--- config.mk ---
export PLATFORM = sky130hd
export DESIGN_NAME = crc8_frame_parser_flat
export DESIGN_NICKNAME = d
export VERILOG_FILES = /design/src/rtl/crc8fp_pkg.sv /design/src/rtl/crc8fp_if.sv /design/src/rtl/crc8fp_ram.sv /design/src/rtl/crc8fp_dpath.sv /design/src/rtl/crc8fp_ctrl.sv /design/src/rtl/crc8_frame_parser.sv /design/src/flat_wrapper.sv
export SDC_FILE = /design/constraint.sdc
export NUM_CORES = 1
export LEC_CHECK = 0
export ABC_CLOCK_PERIOD_IN_PS = 4500
export BUFFER_PORTS_ARGS = -buffer_cell sky130_fd_sc_hd__buf_4
export CORE_UTILIZATION = 61
export DETAILED_ROUTE_END_ITERATION = 8
export GPL_ROUTABILITY_DRIVEN = 0
export PLACE_DENSITY = 0.83
export RECOVER_POWER = 100
export SETUP_SLACK_MARGIN = 0.4
export SLEW_MARGIN = 20
export SYNTH_ARGS = -nofsm -noshare
export SYNTH_HDL_FRONTEND = slang
export SYNTH_SLANG_ARGS = --single-unit
--- constraint.sdc ---
create_clock -name clk_i -period 4.5 [get_ports clk_i]
set_input_delay 0.225 -clock clk_i [delete_from_list [all_inputs] [get_ports clk_i]]
set_output_delay 0.225 -clock clk_i [all_outputs]
set_load 0.01 [all_outputs]
--- src/rtl/crc8fp_pkg.sv ---
// Package of the frame parser: constants, register indexes, control structs, CRC step.
package crc8fp_pkg;

  localparam int unsigned MAX_PAYLOAD_DEF = 16;

  localparam logic [7:0] STX_BYTE = 8'hAA;
  localparam logic [7:0] ETX_BYTE = 8'h55;
  localparam logic [7:0] CRC_POLY = 8'h07;

  localparam int unsigned CFG_IDX_W  = 1;
  localparam int unsigned CFG_DATA_W = 8;

  localparam logic [CFG_IDX_W-1:0] REG_STATUS_CMD = 1'd0;
  localparam logic [CFG_IDX_W-1:0] REG_STATUS_LEN = 1'd1;

  localparam logic [7:0] STATUS_CMD_RST = 8'h81;
  localparam logic [4:0] STATUS_LEN_RST = 5'd8;

  // Commands from the controller to the datapath.
  typedef struct packed {
    logic load_len;
    logic load_cmd;
    logic wr_payload;
    logic load_rcrc;
    logic clr_emit;
    logic rd_payload;
    logic load_out;
  } ctrl_cmd_t;

  // Status from the datapath to the controller.
  typedef struct packed {
    logic is_stx;
    logic len_ok;
    logic len_zero;
    logic fill_done;
    logic frame_ok;
    logic emit_last;
    logic out_free;
  } dp_status_t;

  // One CRC-8 update over a byte, MSB first, no reflection.
  function automatic logic [7:0] crc8_step(input logic [7:0] acc, input logic [7:0] val);
    logic [7:0] c;
    c = acc ^ val;
    for (int k = 0; k < 8; k++) begin
      if (c[7]) begin
        c = {c[6:0], 1'b0} ^ CRC_POLY;
      end else begin
        c = {c[6:0], 1'b0};
      end
    end
    return c;
  endfunction

endpackage

--- src/rtl/crc8fp_if.sv ---
// Valid/ready channel interfaces for received bytes and emitted payload beats.
interface crc8fp_rx_if;
  logic       valid;
  logic       ready;
  logic [7:0] rx_byte;

  modport source (output valid, output rx_byte, input ready);
  modport sink (input valid, input rx_byte, output ready);
endinterface

interface crc8fp_pl_if;
  logic       valid;
  logic       ready;
  logic [7:0] payload_byte;
  logic [3:0] byte_index;
  logic       last;

  modport source (output valid, output payload_byte, output byte_index, output last,
                  input ready);
  modport sink (input valid, input payload_byte, input byte_index, input last,
                output ready);
endinterface

--- src/rtl/crc8fp_ram.sv ---
// Generic single-port RAM with registered read data.
module crc8fp_ram #(
  parameter int unsigned WIDTH = 8,
  parameter int unsigned DEPTH = 16,
  localparam int unsigned AW = (DEPTH > 1) ? $clog2(DEPTH) : 1
) (
  input  logic             clk_i,
  input  logic             we_i,
  input  logic             re_i,
  input  logic [AW-1:0]    addr_i,
  input  logic [WIDTH-1:0] wdata_i,
  output logic [WIDTH-1:0] rdata_o
);

  logic [WIDTH-1:0] mem_q [DEPTH];
  logic [WIDTH-1:0] rdata_q;

  always_ff @(posedge clk_i) begin
    if (we_i) begin
      mem_q[addr_i] <= wdata_i;
    end
    if (re_i) begin
      rdata_q <= mem_q[addr_i];
    end
  end

  assign rdata_o = rdata_q;

endmodule

--- src/rtl/crc8fp_dpath.sv ---
// Datapath of the frame parser: frame registers, CRC, payload store, output register.
module crc8fp_dpath import crc8fp_pkg::*; #(
  parameter int unsigned MAX_PAYLOAD = MAX_PAYLOAD_DEF
) (
  input  logic                  clk_i,
  input  logic                  rst_ni,
  input  logic                  cfg_we_i,
  input  logic [CFG_IDX_W-1:0]  cfg_idx_i,
  input  logic [CFG_DATA_W-1:0] cfg_data_i,
  input  logic [7:0]            rx_byte_i,
  input  logic                  out_ready_i,
  input  ctrl_cmd_t             cmd_i,
  output dp_status_t            status_o,
  output logic                  out_valid_o,
  output logic [7:0]            payload_byte_o,
  output logic [3:0]            byte_index_o,
  output logic                  last_o
);

  localparam int unsigned AW    = (MAX_PAYLOAD > 1) ? $clog2(MAX_PAYLOAD) : 1;
  localparam int unsigned IDX_W = (AW > 5) ? AW : 5;

  logic [7:0] status_cmd_q, status_cmd_d;
  logic [4:0] status_len_q, status_len_d;
  logic [4:0] frame_len_q, frame_len_d;
  logic [7:0] frame_cmd_q, frame_cmd_d;
  logic [4:0] fill_q, fill_d;
  logic [7:0] crc_q, crc_d;
  logic [7:0] rcrc_q, rcrc_d;
  logic [4:0] emit_q, emit_d;
  logic       out_valid_q, out_valid_d;
  logic [7:0] out_byte_q, out_byte_d;
  logic [3:0] out_idx_q, out_idx_d;
  logic       out_last_q, out_last_d;

  logic [4:0]       fill_inc;
  logic [4:0]       emit_inc;
  logic [IDX_W-1:0] fill_ext;
  logic [IDX_W-1:0] emit_ext;
  logic [AW-1:0]    ram_addr;
  logic             ram_we;
  logic [7:0]       ram_rdata;

  assign fill_inc = fill_q + 5'd1;
  assign emit_inc = emit_q + 5'd1;
  assign fill_ext = IDX_W'(fill_q);
  assign emit_ext = IDX_W'(emit_q);

  // Writes beyond the store are dropped; reads only happen during emission.
  assign ram_we   = cmd_i.wr_payload && ({3'd0, fill_q} < 8'(MAX_PAYLOAD));
  assign ram_addr = cmd_i.wr_payload ? fill_ext[AW-1:0] : emit_ext[AW-1:0];

  crc8fp_ram #(
    .WIDTH (8),
    .DEPTH (MAX_PAYLOAD)
  ) u_store (
    .clk_i   (clk_i),
    .we_i    (ram_we),
    .re_i    (cmd_i.rd_payload),
    .addr_i  (ram_addr),
    .wdata_i (rx_byte_i),
    .rdata_o (ram_rdata)
  );

  always_comb begin
    status_cmd_d = status_cmd_q;
    status_len_d = status_len_q;
    if (cfg_we_i) begin
      unique case (cfg_idx_i)
        REG_STATUS_CMD: status_cmd_d = cfg_data_i;
        REG_STATUS_LEN: status_len_d = cfg_data_i[4:0];
        default: ;
      endcase
    end
  end

  always_comb begin
    frame_len_d = frame_len_q;
    frame_cmd_d = frame_cmd_q;
    fill_d      = fill_q;
    crc_d       = crc_q;
    rcrc_d      = rcrc_q;
    emit_d      = emit_q;
    if (cmd_i.load_len) begin
      frame_len_d = rx_byte_i[4:0];
      fill_d      = '0;
      crc_d       = crc8_step(8'd0, rx_byte_i);
    end
    if (cmd_i.load_cmd) begin
      frame_cmd_d = rx_byte_i;
      crc_d       = crc8_step(crc_q, rx_byte_i);
    end
    if (cmd_i.wr_payload) begin
      fill_d = fill_inc;
      crc_d  = crc8_step(crc_q, rx_byte_i);
    end
    if (cmd_i.load_rcrc) begin
      rcrc_d = rx_byte_i;
    end
    if (cmd_i.clr_emit) begin
      emit_d = '0;
    end else if (cmd_i.load_out) begin
      emit_d = emit_inc;
    end
  end

  always_comb begin
    out_valid_d = out_valid_q;
    out_byte_d  = out_byte_q;
    out_idx_d   = out_idx_q;
    out_last_d  = out_last_q;
    if (cmd_i.load_out) begin
      out_valid_d = 1'b1;
      out_byte_d  = ram_rdata;
      out_idx_d   = emit_q[3:0];
      out_last_d  = (emit_inc == frame_len_q);
    end else if (out_ready_i) begin
      out_valid_d = 1'b0;
    end
  end

  always_ff @(posedge clk_i or negedge rst_ni) begin
    if (!rst_ni) begin
      status_cmd_q <= STATUS_CMD_RST;
      status_len_q <= STATUS_LEN_RST;
      frame_len_q  <= '0;
      frame_cmd_q  <= '0;
      fill_q       <= '0;
      crc_q        <= '0;
      rcrc_q       <= '0;
      emit_q       <= '0;
      out_valid_q  <= 1'b0;
    end else begin
      status_cmd_q <= status_cmd_d;
      status_len_q <= status_len_d;
      frame_len_q  <= frame_len_d;
      frame_cmd_q  <= frame_cmd_d;
      fill_q       <= fill_d;
      crc_q        <= crc_d;
      rcrc_q       <= rcrc_d;
      emit_q       <= emit_d;
      out_valid_q  <= out_valid_d;
    end
  end

  always_ff @(posedge clk_i) begin
    out_byte_q <= out_byte_d;
    out_idx_q  <= out_idx_d;
    out_last_q <= out_last_d;
  end

  assign status_o.is_stx    = (rx_byte_i == STX_BYTE);
  assign status_o.len_ok    = (rx_byte_i <= 8'(MAX_PAYLOAD));
  assign status_o.len_zero  = (frame_len_q == 5'd0);
  assign status_o.fill_done = (fill_inc >= frame_len_q);
  assign status_o.frame_ok  = (rx_byte_i == ETX_BYTE) && (rcrc_q == crc_q) &&
                              (frame_cmd_q == status_cmd_q) &&
                              (frame_len_q == status_len_q);
  assign status_o.emit_last = (emit_inc == frame_len_q);
  assign status_o.out_free  = !out_valid_q || out_ready_i;

  assign out_valid_o    = out_valid_q;
  assign payload_byte_o = out_byte_q;
  assign byte_index_o   = out_idx_q;
  assign last_o         = out_last_q;

endmodule

--- src/rtl/crc8fp_ctrl.sv ---
// Controller of the frame parser: frame phase sequencing and payload emission.
module crc8fp_ctrl import crc8fp_pkg::*; (
  input  logic       clk_i,
  input  logic       rst_ni,
  input  logic       in_acc_i,
  input  dp_status_t status_i,
  output logic       in_ready_o,
  output ctrl_cmd_t  cmd_o
);

  localparam logic [2:0] ST_HUNT = 3'd0;
  localparam logic [2:0] ST_LEN  = 3'd1;
  localparam logic [2:0] ST_CMD  = 3'd2;
  localparam logic [2:0] ST_PAY  = 3'd3;
  localparam logic [2:0] ST_CRC  = 3'd4;
  localparam logic [2:0] ST_ETX  = 3'd5;
  localparam logic [2:0] ST_RD   = 3'd6;
  localparam logic [2:0] ST_LD   = 3'd7;

  logic [2:0] state_q, state_d;

  always_comb begin
    state_d    = state_q;
    cmd_o      = '0;
    in_ready_o = 1'b0;
    unique case (state_q)
      ST_HUNT: begin
        in_ready_o = 1'b1;
        if (in_acc_i && status_i.is_stx) begin
          state_d = ST_LEN;
        end
      end
      ST_LEN: begin
        in_ready_o = 1'b1;
        if (in_acc_i) begin
          if (status_i.len_ok) begin
            cmd_o.load_len = 1'b1;
            state_d        = ST_CMD;
          end else begin
            state_d = ST_HUNT;
          end
        end
      end
      ST_CMD: begin
        in_ready_o = 1'b1;
        if (in_acc_i) begin
          cmd_o.load_cmd = 1'b1;
          state_d        = status_i.len_zero ? ST_CRC : ST_PAY;
        end
      end
      ST_PAY: begin
        in_ready_o = 1'b1;
        if (in_acc_i) begin
          cmd_o.wr_payload = 1'b1;
          if (status_i.fill_done) begin
            state_d = ST_CRC;
          end
        end
      end
      ST_CRC: begin
        in_ready_o = 1'b1;
        if (in_acc_i) begin
          cmd_o.load_rcrc = 1'b1;
          state_d         = ST_ETX;
        end
      end
      ST_ETX: begin
        in_ready_o = 1'b1;
        if (in_acc_i) begin
          if (status_i.frame_ok && !status_i.len_zero) begin
            cmd_o.clr_emit = 1'b1;
            state_d        = ST_RD;
          end else begin
            state_d = ST_HUNT;
          end
        end
      end
      ST_RD: begin
        cmd_o.rd_payload = 1'b1;
        state_d          = ST_LD;
      end
      ST_LD: begin
        if (status_i.out_free) begin
          cmd_o.load_out = 1'b1;
          state_d        = status_i.emit_last ? ST_HUNT : ST_RD;
        end
      end
      default: begin
        state_d = ST_HUNT;
      end
    endcase
  end

  always_ff @(posedge clk_i or negedge rst_ni) begin
    if (!rst_ni) begin
      state_q <= ST_HUNT;
    end else begin
      state_q <= state_d;
    end
  end

endmodule

--- src/rtl/crc8_frame_parser.sv ---
// Top level of the CRC-8 frame parser.
//
// This block deframes a received byte stream of the form start byte 0xAA, length, command,
// payload, CRC-8 (polynomial 0x07, initial value zero, over length, command and payload) and
// terminator 0x55. A length above MAX_PAYLOAD sends it back to hunting for the start byte.
// A frame is accepted only when the terminator, the CRC, the command and the length all match,
// the last two against the status_command and status_length registers (index 0 and 1 of the
// write port). Rejected frames produce nothing. For an accepted frame the stored payload is
// sent out one beat per byte with its index and a last flag on the final byte. Throughput:
// while a frame is being received, one byte beat is taken every cycle. Once a frame with N
// payload bytes is accepted, the input is held off while the payload store is read back; each
// byte is first read from the single-port payload RAM into its read register, then loaded into
// the output register once that is free, so backpressure from the output side lengthens the
// hold-off. The output register lets the next frame start while the final beat still waits.
// Configuration registers should only be written while no frame is being emitted.
module crc8_frame_parser import crc8fp_pkg::*; #(
  parameter int unsigned MAX_PAYLOAD = MAX_PAYLOAD_DEF
) (
  input  logic                  clk_i,
  input  logic                  rst_ni,
  input  logic                  cfg_we_i,
  input  logic [CFG_IDX_W-1:0]  cfg_idx_i,
  input  logic [CFG_DATA_W-1:0] cfg_data_i,
  crc8fp_rx_if.sink             rx_i,
  crc8fp_pl_if.source           pl_o
);

  ctrl_cmd_t  cmd;
  dp_status_t status;
  logic       in_ready;
  logic       in_acc;

  // A byte beat is taken whenever the controller is receiving and the source offers one.
  assign rx_i.ready = in_ready;
  assign in_acc     = rx_i.valid && in_ready;

  crc8fp_ctrl u_ctrl (
    .clk_i      (clk_i),
    .rst_ni     (rst_ni),
    .in_acc_i   (in_acc),
    .status_i   (status),
    .in_ready_o (in_ready),
    .cmd_o      (cmd)
  );

  crc8fp_dpath #(
    .MAX_PAYLOAD (MAX_PAYLOAD)
  ) u_dpath (
    .clk_i          (clk_i),
    .rst_ni         (rst_ni),
    .cfg_we_i       (cfg_we_i),
    .cfg_idx_i      (cfg_idx_i),
    .cfg_data_i     (cfg_data_i),
    .rx_byte_i      (rx_i.rx_byte),
    .out_ready_i    (pl_o.ready),
    .cmd_i          (cmd),
    .status_o       (status),
    .out_valid_o    (pl_o.valid),
    .payload_byte_o (pl_o.payload_byte),
    .byte_index_o   (pl_o.byte_index),
    .last_o         (pl_o.last)
  );

endmodule

--- src/flat_wrapper.sv ---
// flat-port wrapper written by rule: the top's interface ports become plain ports
module crc8_frame_parser_flat import crc8fp_pkg::*;
#(
  parameter int unsigned MAX_PAYLOAD = MAX_PAYLOAD_DEF
)
  (clk_i, rst_ni, cfg_we_i, cfg_idx_i, cfg_data_i, rx_i_valid, rx_i_rx_byte, rx_i_ready, pl_o_valid, pl_o_payload_byte, pl_o_byte_index, pl_o_last, pl_o_ready);
  crc8fp_rx_if rx_i_i ();
  crc8fp_pl_if pl_o_i ();
  input  logic clk_i;
  input  logic rst_ni;
  input  logic cfg_we_i;
  input  logic [CFG_IDX_W-1:0] cfg_idx_i;
  input  logic [CFG_DATA_W-1:0] cfg_data_i;
  input wire logic [$bits(rx_i_i.valid)-1:0] rx_i_valid;
  input wire logic [$bits(rx_i_i.rx_byte)-1:0] rx_i_rx_byte;
  output wire logic [$bits(rx_i_i.ready)-1:0] rx_i_ready;
  output wire logic [$bits(pl_o_i.valid)-1:0] pl_o_valid;
  output wire logic [$bits(pl_o_i.payload_byte)-1:0] pl_o_payload_byte;
  output wire logic [$bits(pl_o_i.byte_index)-1:0] pl_o_byte_index;
  output wire logic [$bits(pl_o_i.last)-1:0] pl_o_last;
  input wire logic [$bits(pl_o_i.ready)-1:0] pl_o_ready;
  assign rx_i_i.valid = rx_i_valid;
  assign rx_i_i.rx_byte = rx_i_rx_byte;
  assign rx_i_ready = rx_i_i.ready;
  assign pl_o_valid = pl_o_i.valid;
  assign pl_o_payload_byte = pl_o_i.payload_byte;
  assign pl_o_byte_index = pl_o_i.byte_index;
  assign pl_o_last = pl_o_i.last;
  assign pl_o_i.ready = pl_o_ready;
  crc8_frame_parser #(.MAX_PAYLOAD(MAX_PAYLOAD)) u_core (.clk_i(clk_i), .rst_ni(rst_ni), .cfg_we_i(cfg_we_i), .cfg_idx_i(cfg_idx_i), .cfg_data_i(cfg_data_i), .rx_i(rx_i_i), .pl_o(pl_o_i));
endmodule
**After elaboration in Yosys (flattened, before gate mapping)**

Memories as Yosys holds them, arrays and structs flattened. A register that Yosys moved wholly into a read port is not among the register bits.
Cells that the tools add are included.

- Bits in registers: 69
- RAM bits: 128
- Output and inout bits: 15
- Memories kept: 1

- $add $sub $neg: 2
- Order comparisons: 3
- Eq/ne operators: 21
- Mux-type cells: 83
- Bitwise logic cells: 25
- Reduce and logical (&&, ||, !) cells: 20

Memories:

| memory | depth | bits a word | rd ports | clocked after Yosys merged registers in | write ports | line | RTL |
|---|---|---|---|---|---|---|---|
| u_core.u_dpath.u_store.mem_q | 16 | 8 | 1 | 1 | 1 | crc8fp_ram.sv:15 | `logic [WIDTH-1:0] mem_q [DEPTH];` |

Operators with widths:

| operator | number |
|---|---|
| $mux W8 | 24 |
| $mux W3 | 34 |
| $not A3 Y3 | 23 |
| $pmux W3 S8 | 1 |
| $mux W5 | 4 |
| $mux W1 | 18 |
| $eq A8 B8 Y1 | 2 |
| $eq A3 B3 Y1 const B | 4 |
| $ne A2 B2 Y1 const B | 6 |
| $add A5 B1 Y5 const B | 2 |
| $eq A5 B5 Y1 | 2 |
| $eq A8 B7 Y1 const B | 1 |
| $eq A8 B8 Y1 const B | 1 |
| $le A8 B5 Y1 const B | 1 |
| $reduce_and A8 Y1 | 1 |
| $xor A8 B8 Y8 | 1 |
| $logic_and A1 B1 Y1 | 7 |
| $eq A3 B2 Y1 const B | 2 |
| $reduce_bool A2 Y1 | 3 |
| $reduce_or A6 Y1 | 1 |
| $ge A5 B5 Y1 | 1 |
| $logic_not A5 Y1 | 1 |
| $lt A5 B5 Y1 const B | 1 |
| $mux W4 | 1 |
| other kinds (9) | 12 |

**Longest topological paths before layout**

Gate-level depths: netlist (run 1).

- Depth in word-level cells: 30
- Mapped depth: 10
- Gate-level depth less buffers: 10

**Cells and area by module**

From an unflattened synthesis (run 1), not the netlist that was laid out.

- Cell total of the unflattened synthesis: 581
- Area, all modules: 9,137.5 µm²

By module, submodules not included:

| module | times used | cells an instance | area each (µm²) | seq. area each (µm²) |
|---|---|---|---|---|
| crc8fp_ram | 1 | 230 | 5,147.4 | 4,083.9 |
| crc8fp_dpath | 1 | 312 | 3,682.3 | 1,720.4 |
| crc8fp_ctrl | 1 | 38 | 301.5 | 75.1 |
| crc8_frame_parser | 1 | 1 | 6.3 | 0.0 |

**Worst setup path before layout (run 1)**

Ideal clock, no wire load.

- Kind: flip-flop to flip-flop
- Start point: register u_core.u_ctrl.state_q[0]
- End point: register u_core.u_dpath.emit_q[4] (netlist: u_core.u_dpath.emit_ext[4])
- Library setup time: 145 ps
- Arrival time: 2,167 ps
- Required time: 4,355 ps
- Path slack: 2,188 ps
- Cell stages (with the launch flop): 7
- Buffers on the path: 1
- Period minus slack after synthesis: 2,312 ps
- Path through: dfrtp_1 clkbuf_1 nand3_1 a21oi_1 nand4_1 xor2_1 nor2_1

RTL lines:

| item | line | RTL |
|---|---|---|
| start: declaration | crc8fp_ctrl.sv:20 | `logic [2:0] state_q, state_d;` |
| start signal: assignment | crc8fp_ctrl.sv:98 | `state_q <= state_d;` |
| end signal: assignment | crc8fp_dpath.sv:141 | `emit_q <= emit_d;` |
| end: declaration | crc8fp_dpath.sv:30 | `logic [4:0] emit_q, emit_d;` |

**Final worst setup path (run 1)**

- Start point: register u_core.u_ctrl.state_q[2]
- End point: register u_core.u_dpath.u_store.rdata_q[1] (netlist: u_core.u_dpath.u_store.rdata_o[1]) (read register of u_core.u_dpath.u_store.mem_q) (data pin)

- Cells in the longest elaborated chain, start to end: 7
- Elaborated cells on any way between the ends: 14
- Those cells by class: eq/ne (6); mux (5); reduce/logical (3)

Ends and longest elaborated chain:

| item | line | RTL |
|---|---|---|
| $eq A3 B3 Y1, or another cell as far along | crc8fp_ctrl.sv:26 | `unique case (state_q)` |
| $reduce_or A6 Y1 (no line) | n/a |  |
| $mux W1 | crc8fp_ctrl.sv:26 |  |
| $logic_and A1 B1 Y1 | crc8_frame_parser.sv:35 | `assign in_acc = rx_i.valid && in_ready;` |
| $mux W1 | crc8fp_ctrl.sv:53 | `if (in_acc_i) begin` |
| $mux W1 | crc8fp_ctrl.sv:26 |  |
| $mux W4 | crc8fp_dpath.sv:51 | `assign ram_addr = cmd_i.wr_payload ? fill_ext[AW-1:0] : emit_ext[AW-1:0];` |
| end: declaration | crc8fp_ram.sv:16 | `logic [WIDTH-1:0] rdata_q;` |

Several ways; a longest one is shown, not always the timed one.
A chain may end at the register's enable or synchronous reset.

==> key figures, run 1 <==
Outcome
  – Status: finished, violations left
  – Violated checks: capacitance limit, slew limit

Timing
  – Max-slew headroom: -107%
  – Tcrit/Tclk final: 80.4%
  – Hold_ws: 86.7 ps
  – Setup Skew: 10.6 ps
  – Fmax: 276 MHz
  – Final setup viols: 0
  – Post-route setup TNS: 0 ps
  – Worst Max-Slew Pin Slew: 3100 ps
  – PnR worst setup slack: 883 ps
  – RSZ-0062 raised after global routing: no
  – Minimum clock period: 3620 ps
  – Hold Fails Final Rpt: 0
  – Max-slew violations: 76

Power and ir drop
  – Leak pwr: 3.66 nW
  – Worst vdd ir: 0.335 mV
  – Power per standard cell area: 596 nW/um^2

Clock network
  – Clock H-tree levels: 1
  – Clock latency at the later pin of the worst-skew pair: 500 ps
  – PostCTS Resize Cnt: 0
  – Cts hold-fix bufs: 10
  – CTS tree: done
  – Clock transition at the registers of the reported paths: 60 ps
  – Root Buffer: clkbuf_16
  – CTS sink cnt: 205
  – # Post-CTS Setup Buffers: 0
  – Max Root-Sink Buffers: 3
  – Number of buffers created by CTS: 21

Layout
  – Non-Filler Instances: 841
  – Final #Nets: 681
  – Commonest non-fill, non-tap cells in the layout: edfxtp_1 (149), dfrtp_1 (53), xnor2_1 (43)
  – Ant. Diodes: 0
  – Layout cell share with drive strength beyond 1: 14.2%
  – Fillers: 896
  – P&R area growth vs syn: 11.2%
  – Area of the multi-input gates: 3070 um^2
  – Commonest non-fill, non-tap cell in the layout: edfxtp_1
  – Sequential Area: 5880 um^2

Global route
  – GRT Total Usage: 27.2%
  – Initial antenna violation count: 0
  – Grt ovf: 0
  – First-pass GRT wire length: 32000 um
  – Largest net degree at the start of global routing: 57
  – Number of global-route vias before repair: 5552

Die
  – Initial core utilization: 62.8%
  – Boundary Pins: 37
  – Core ar.: 14600 um^2
  – Row count: 44
  – Area of the die: 15500 um^2
  – Die W: 125 um
  – Die Span Y: 125 um

Setup path
  – Startpoint Class: flop
  – Worst setup path class: flop to flop
  – CP endpoint kind: flop
  – CP Data Arrival Time: 3860 ps
  – Required @ worst endpoint: 4740 ps
  – Crit-path max FO: 32

Logic synthesis
  – Synthesized flop and latch total: 205
  – Synth Instances: 597
  – Avg Inst Size Synth: 15.4 um^2
  – Post-synth EDFFs: 149
  – Post-synthesis sequential area ratio: 64.1%
  – Synth top area share: 48.8%
  – Primary FF master, synth: edfxtp_1
  – Largest cells by area after synthesis: edfxtp_1 (49%), dfrtp_1 (14%), mux4_1 (4.6%), xnor2_1 (4.1%), mux4_2 (3.9%)
  – Net Count, Synth: 635
  – Synthesized area: 9170 um^2
  – Asr flop ratio synth: 27.3%
  – Synth cell types: 56
  – Cell taking the most area after synthesis: edfxtp_1
  – Yosys warnings: 0

Routing
  – Routed vias/inst: 6.53
  – Final ANT Viol Nets: 0
  – WL/cell: 24.3 um
  – Initial DRT Pass Iterations: 5
  – Vias: 5491
  – Routed WL: 20400 um
  – Drc violations: 0
  – Initial drt markers: 718

Place
  – Placed cell count: 793
  – Setup slack after placement: 1460 ps
  – Dpl hpwl: 12900 um
  – Port bufs: 36

Hold path
  – Tightest Hold Check Type: input pin to flop

Flow run
  – Max Cap Viol: 2
[cell type report]
| class | instances | area share (%) |
|---|---|---|
| sequential | 205 | 57.7 |
| inverter | 19 | 0.699 |
| clock buffer | 32 | 5.76 |
| clock inverter | 5 | 0.491 |
| tap | 184 | 2.26 |
| multi-input combinational | 347 | 30.1 |
| timing repair buffer | 49 | 3.01 |
[through the flow]
| stage | total power, mW | util [%] | instance area [um^2] |
|---|---|---|---|
| 3_3_place_gp | 4.31 | 65.5 | 9550 |
| 6_report | 6.07 | 69.9 | 10200 |
| 5_1_grt | 6.35 | 69.9 | 10200 |
| 3_5_place_dp | 4.41 | 65.5 | 9550 |
| 2_1_floorplan | 4.01 | - | 9170 |
| 4_1_cts | 6.07 | 70.5 | 10300 |
[sequential cells by signal (all words and copies together), names as in the netlist, 4 cells and up]
| name | count |
|---|---|
| u_core.u_dpath.byte_index_o | 4 |
| u_core.u_dpath.crc_q | 8 |
| u_core.u_dpath.emit_ext | 5 |
| u_core.u_dpath.fill_ext | 5 |
| u_core.u_dpath.frame_cmd_q | 8 |
| u_core.u_dpath.frame_len_q | 5 |
| u_core.u_dpath.payload_byte_o | 8 |
| u_core.u_dpath.rcrc_q | 8 |
| u_core.u_dpath.status_cmd_q | 8 |
| u_core.u_dpath.status_len_q | 5 |
| u_core.u_dpath.u_store.mem_q | 128 |
| u_core.u_dpath.u_store.rdata_o | 8 |
[layer usage]
metal	vias up	routed length (um)	GRT usage [%]
met1	2766	8260	38.0
met3	56	1820	5.71
met4	0	565	9.99
met2	309	9760	42.5
met5	-	0	0
li1	2360	-	-
[worst max-delay path: stages (launching register included)]
cell	delay, ps
dfrtp_1	520
nor2b_1	420
nand3_4	300
mux2i_4	230
clkbuf_2	870
mux4_1	680
a22oi_1	240
nand2_1	70
[where the power goes]
part	switching, mW	leakage [nW]	internal [mW]
Clock	0.687	0.307	0.954
Sequential	0.296	2.02	2.30
Combinational	0.929	1.33	0.908
Total	1.91	3.66	4.16
[logic make-up after synthesis]
logic type      count (synthesis)  share of synthesized area, %
flops                         205                          64.1
simple gates                  130                          7.10
compound gates                 73                          5.49
mux                            66                          12.9
xor+xnor                       62                          5.92
buf+inv                        45                          2.28
fa+ha+maj                      16                          2.18
[Yosys cell counts (3+ instances only)]
cell type and number:
clkbuf_1 14, dfrtp_1 53, nor2b_1 6, nor2_1 37, buf_6 4, mux4_2 16, nand2_1 38, o21ai_1 4
mux4_1 16, a21oi_1 9, nand3_1 16, o21ai_0 15, o21a_1 4, xor2_1 19, xnor2_1 43, mux2i_1 3
o22ai_1 3, edfxtp_1 149, nand2b_1 3, nand4_1 8, a22oi_1 17, dfstp_2 3, inv_1 19, buf_2 8
a211oi_1 4, mux2_2 29, ha_1 16
[final timing paths]
path                                                   start                                 to  cells past startpoint  slack [ps]
max                                 u_core.u_ctrl.state_q[2]  u_core.u_dpath.u_store.rdata_o[1]                      7         880
max reg2reg                         u_core.u_ctrl.state_q[2]  u_core.u_dpath.u_store.rdata_o[1]                      7         880
max in group asynchronous                             rst_ni           u_core.u_dpath.rcrc_q[6]                      2        1460
min in group asynchronous                             rst_ni         u_core.u_dpath.fill_ext[1]                      2        1300
min reg2reg                u_core.u_dpath.u_store.rdata_o[1]   u_core.u_dpath.payload_byte_o[1]                      0         420
min                                               rx_i_valid           u_core.u_ctrl.state_q[1]                      3          90
Note: power is estimated with default switching activity, not from simulation.
==> run 2: changes to the inputs <==
--- a/config.mk
+++ b/config.mk
@@ -5,7 +5,8 @@
 export SDC_FILE = /design/constraint.sdc
 export NUM_CORES = 1
 export LEC_CHECK = 0
-export ABC_CLOCK_PERIOD_IN_PS = 4500
+export ABC_AREA = 1
+export ABC_CLOCK_PERIOD_IN_PS = 3700
 export BUFFER_PORTS_ARGS = -buffer_cell sky130_fd_sc_hd__buf_4
 export CORE_UTILIZATION = 61
 export DETAILED_ROUTE_END_ITERATION = 8
==> constraint.sdc (replaced) <==
create_clock -name clk_i -period 3.7 [get_ports clk_i]
set_input_delay 0.185 -clock clk_i [delete_from_list [all_inputs] [get_ports clk_i]]
set_output_delay 0.185 -clock clk_i [all_outputs]
set_load 0.01 [all_outputs]
==> run 2 against run 1 <==
- the run now ends clean
- via count is 32% higher
- highest routed layer unchanged
- clock power is 20% higher
- design area increased by 5.2%
==> key figures, run 2 <==
Outcome
  – Status: finished clean

Layout
  – Final #Nets: 1111
  – Largest register FFs: 128
  – Register with the most flip-flops: u_core.u_dpath.u_store.mem_q
  – Sequential Area: 5880 um^2
  – P&R area growth vs syn: 10.5%
  – Commonest non-fill, non-tap cell in the layout: nand2_1
  – Area of the multi-input gates: 3260 um^2
  – Commonest non-fill, non-tap cells in the layout: nand2_1 (385), edfxtp_1 (149), inv_1 (96)
  – Layout cell share with drive strength beyond 1: 5.44%
  – Non-Filler Instances: 1296
  – Ant. Diodes: 0
  – Fillers: 1085

Global route
  – Grt ovf: 0
  – First-pass GRT wire length: 35200 um
  – Number of global-route vias before repair: 6795
  – Met2 Use GR: 43.3%
  – M3 GR Usage: 6.26%
  – Most Used Layer, Global Route: met2
  – Met1 GRT Util: 40.2%
  – GRT Total Usage: 28.1%
  – Initial antenna violation count: 0
  – Largest net degree at the start of global routing: 67

Timing
  – Max-slew violations: 0
  – Minimum clock period: 3080 ps
  – Hold_ws: 0.453 ps
  – Final setup viols: 0
  – Fmax: 325 MHz
  – Post-route setup TNS: 0 ps
  – Tcrit/Tclk final: 83.2%
  – Worst Max-Slew Pin Slew: 1430 ps
  – RSZ-0062 raised after global routing: no
  – Setup Skew: 12.4 ps
  – Hold Fails Final Rpt: 0
  – Max-slew headroom: 4.35%

Logic synthesis
  – Post-synthesis sequential area ratio: 60.6%
  – Avg Inst Size Synth: 9.42 um^2
  – Net Count, Synth: 1068
  – Synthesized flop and latch total: 205
  – Primary FF master, synth: edfxtp_1
  – Cell taking the most area after synthesis: edfxtp_1
  – Asr flop ratio synth: 27.3%
  – Synthesized area: 9710 um^2
  – Synth cell types: 39
  – Yosys warnings: 0
  – Post-synth EDFFs: 149
  – Most numerous cell in the Yosys netlist: nand2_1
  – Synth Instances: 1030
  – Largest cells by area after synthesis: edfxtp_1 (46%), nand2_1 (15%), dfrtp_1 (14%), nand3_1 (4.5%), inv_1 (3.5%)
  – Most instantiated cells after synthesis: nand2_1 (383), edfxtp_1 (149), inv_1 (91)
  – Synth top area share: 46.1%

Clock network
  – Cts hold-fix bufs: 9
  – Clock latency at the later pin of the worst-skew pair: 500 ps
  – Max Root-Sink Buffers: 3
  – Clock transition at the registers of the reported paths: 60 ps
  – Clock H-tree levels: 1
  – Number of buffers created by CTS: 21
  – CTS sink cnt: 205
  – Root Buffer: clkbuf_16
  – # Post-CTS Setup Buffers: 0
  – PostCTS Resize Cnt: 0
  – CTS tree: done

Routing
  – Drc violations: 0
  – Initial DRT Pass Iterations: 5
  – Routed vias/inst: 5.61
  – Final ANT Viol Nets: 0
  – Initial drt markers: 897
  – Routed WL: 22200 um
  – WL/cell: 17.1 um
  – Vias: 7274

Hold path
  – Tightest Hold Check Type: input pin to flop

Power and ir drop
  – Power per standard cell area: 550 nW/um^2
  – Pwr Total: 5.89 mW
  – Leak pwr: 4.58 nW
  – Worst vdd ir: 0.465 mV

Die
  – Area of the die: 16400 um^2
  – Initial core utilization: 63.1%
  – Core ar.: 15400 um^2
  – Die Span Y: 128 um
  – Die W: 128 um
  – Row count: 45
  – Boundary Pins: 37

Setup path
  – Cells along the critical path: nand2_1 -> nor2_4 -> nand2_4 -> nand2_1 -> clkbuf_2 -> nand3_1 -> nand2_1 -> nand2_1 -> nand2_1 -> nand2_1 -> nand4_1
  – Required @ worst endpoint: 4030 ps
  – Critical path's top delay family: simple AND/OR/NAND/NOR gates
  – Slowest cell delay on critical path: 970 ps
  – Worst setup path class: flop to flop
  – CP endpoint kind: flop
  – Slowest cell on crit path: clkbuf_2
  – Most used cell, CP: nand2_1
  – Startpoint Class: flop
  – Crit-path max FO: 64
  – CP Data Arrival Time: 3410 ps
  – Bufs and invs on worst path: 1

Flow run
  – Max Cap Viol: 0

Place
  – Port bufs: 36
  – Dpl hpwl: 14200 um
  – Placed cell count: 1252
[run 2: changes by cell type after synthesis, sizes merged, moves of 18 or more]
cell   before  now
nand2      38  387
inv        19   99
nand3      17   88
o21ai      19   60
mux4       32    0
mux2       29    1
xnor2      43   19
nor2       37   55
[run 2: metal layers]
layer | routed length (um) | vias up
li1 | - | 3466
met1 | 9160 | 3371
met2 | 10200 | 386
met3 | 2300 | 51
met4 | 534 | 0
met5 | 0 | -
[run 2: cells by family after synthesis]
| family | after synthesis | share of synthesized area, % |
|---|---|---|
| muxes | 1 | 0.116 |
| buffers and inverters | 133 | 5.62 |
| xor gates and xnor gates | 34 | 3.07 |
| AOI/OAI and AO/OA | 90 | 5.12 |
| DFF | 205 | 60.6 |
| adders and majority gates | 16 | 2.06 |
| and+or+nand+nor | 551 | 23.4 |
[run 2: path summary, 6_finish.rpt]
path	start	to	slack, ps	cells after the start
hold reg to reg	u_core.u_dpath.u_store.rdata_o[2]	u_core.u_dpath.payload_byte_o[2]	420	0
min in group asynchronous	rst_ni	u_core.u_dpath.fill_ext[2]	310	2
setup / recovery	u_core.u_ctrl.state_q[0]	u_core.u_dpath.u_store.rdata_o[7]	620	11
hold / removal	cfg_data_i[2]	u_core.u_dpath.status_cmd_q[2]	0.5	3
setup reg to reg	u_core.u_ctrl.state_q[0]	u_core.u_dpath.u_store.rdata_o[7]	620	11
max in group asynchronous	rst_ni	u_core.u_dpath.frame_cmd_q[0]	2910	2
[run 2: where the power goes]
group	leakage [nW]	total (mW)	internal [mW]	switching (mW)
combinational	2.23	1.13	0.435	0.700
clock	0.309	1.96	1.12	0.833
sequential	2.05	2.80	2.63	0.175
[run 2: worst register-to-register path, stage by stage (launching register included)]
cell and delay [ps]:
dfrtp_1 450, nand2_1 140, nor2_4 200, nand2_4 170
nand2_1 180, clkbuf_2 970, nand3_1 230, nand2_1 160
nand2_1 70, nand2_1 90, nand2_1 90, nand4_1 180
[run 2: final cells by class]
cell class | instances | area share, %
flip-flops and latches | 205 | 54.8
multi-input cells | 692 | 30.4
clock buffers | 26 | 5.17
inverters | 99 | 3.46
repair buffers | 54 | 3.06
well taps | 211 | 2.46
clock inverters | 9 | 0.618
[run 2: per-stage QoR]
step | area (um^2) | worst slack (ps) | util [%]
2_1_floorplan | 9710 | 1510 | -
3_3_place_gp | 10100 | 1070 | 65.9
3_5_place_dp | 10100 | 990 | 65.9
4_1_cts | 10800 | 986 | 70.5
5_1_grt | 10700 | 427 | 69.8
6_report | 10700 | 621 | 69.8
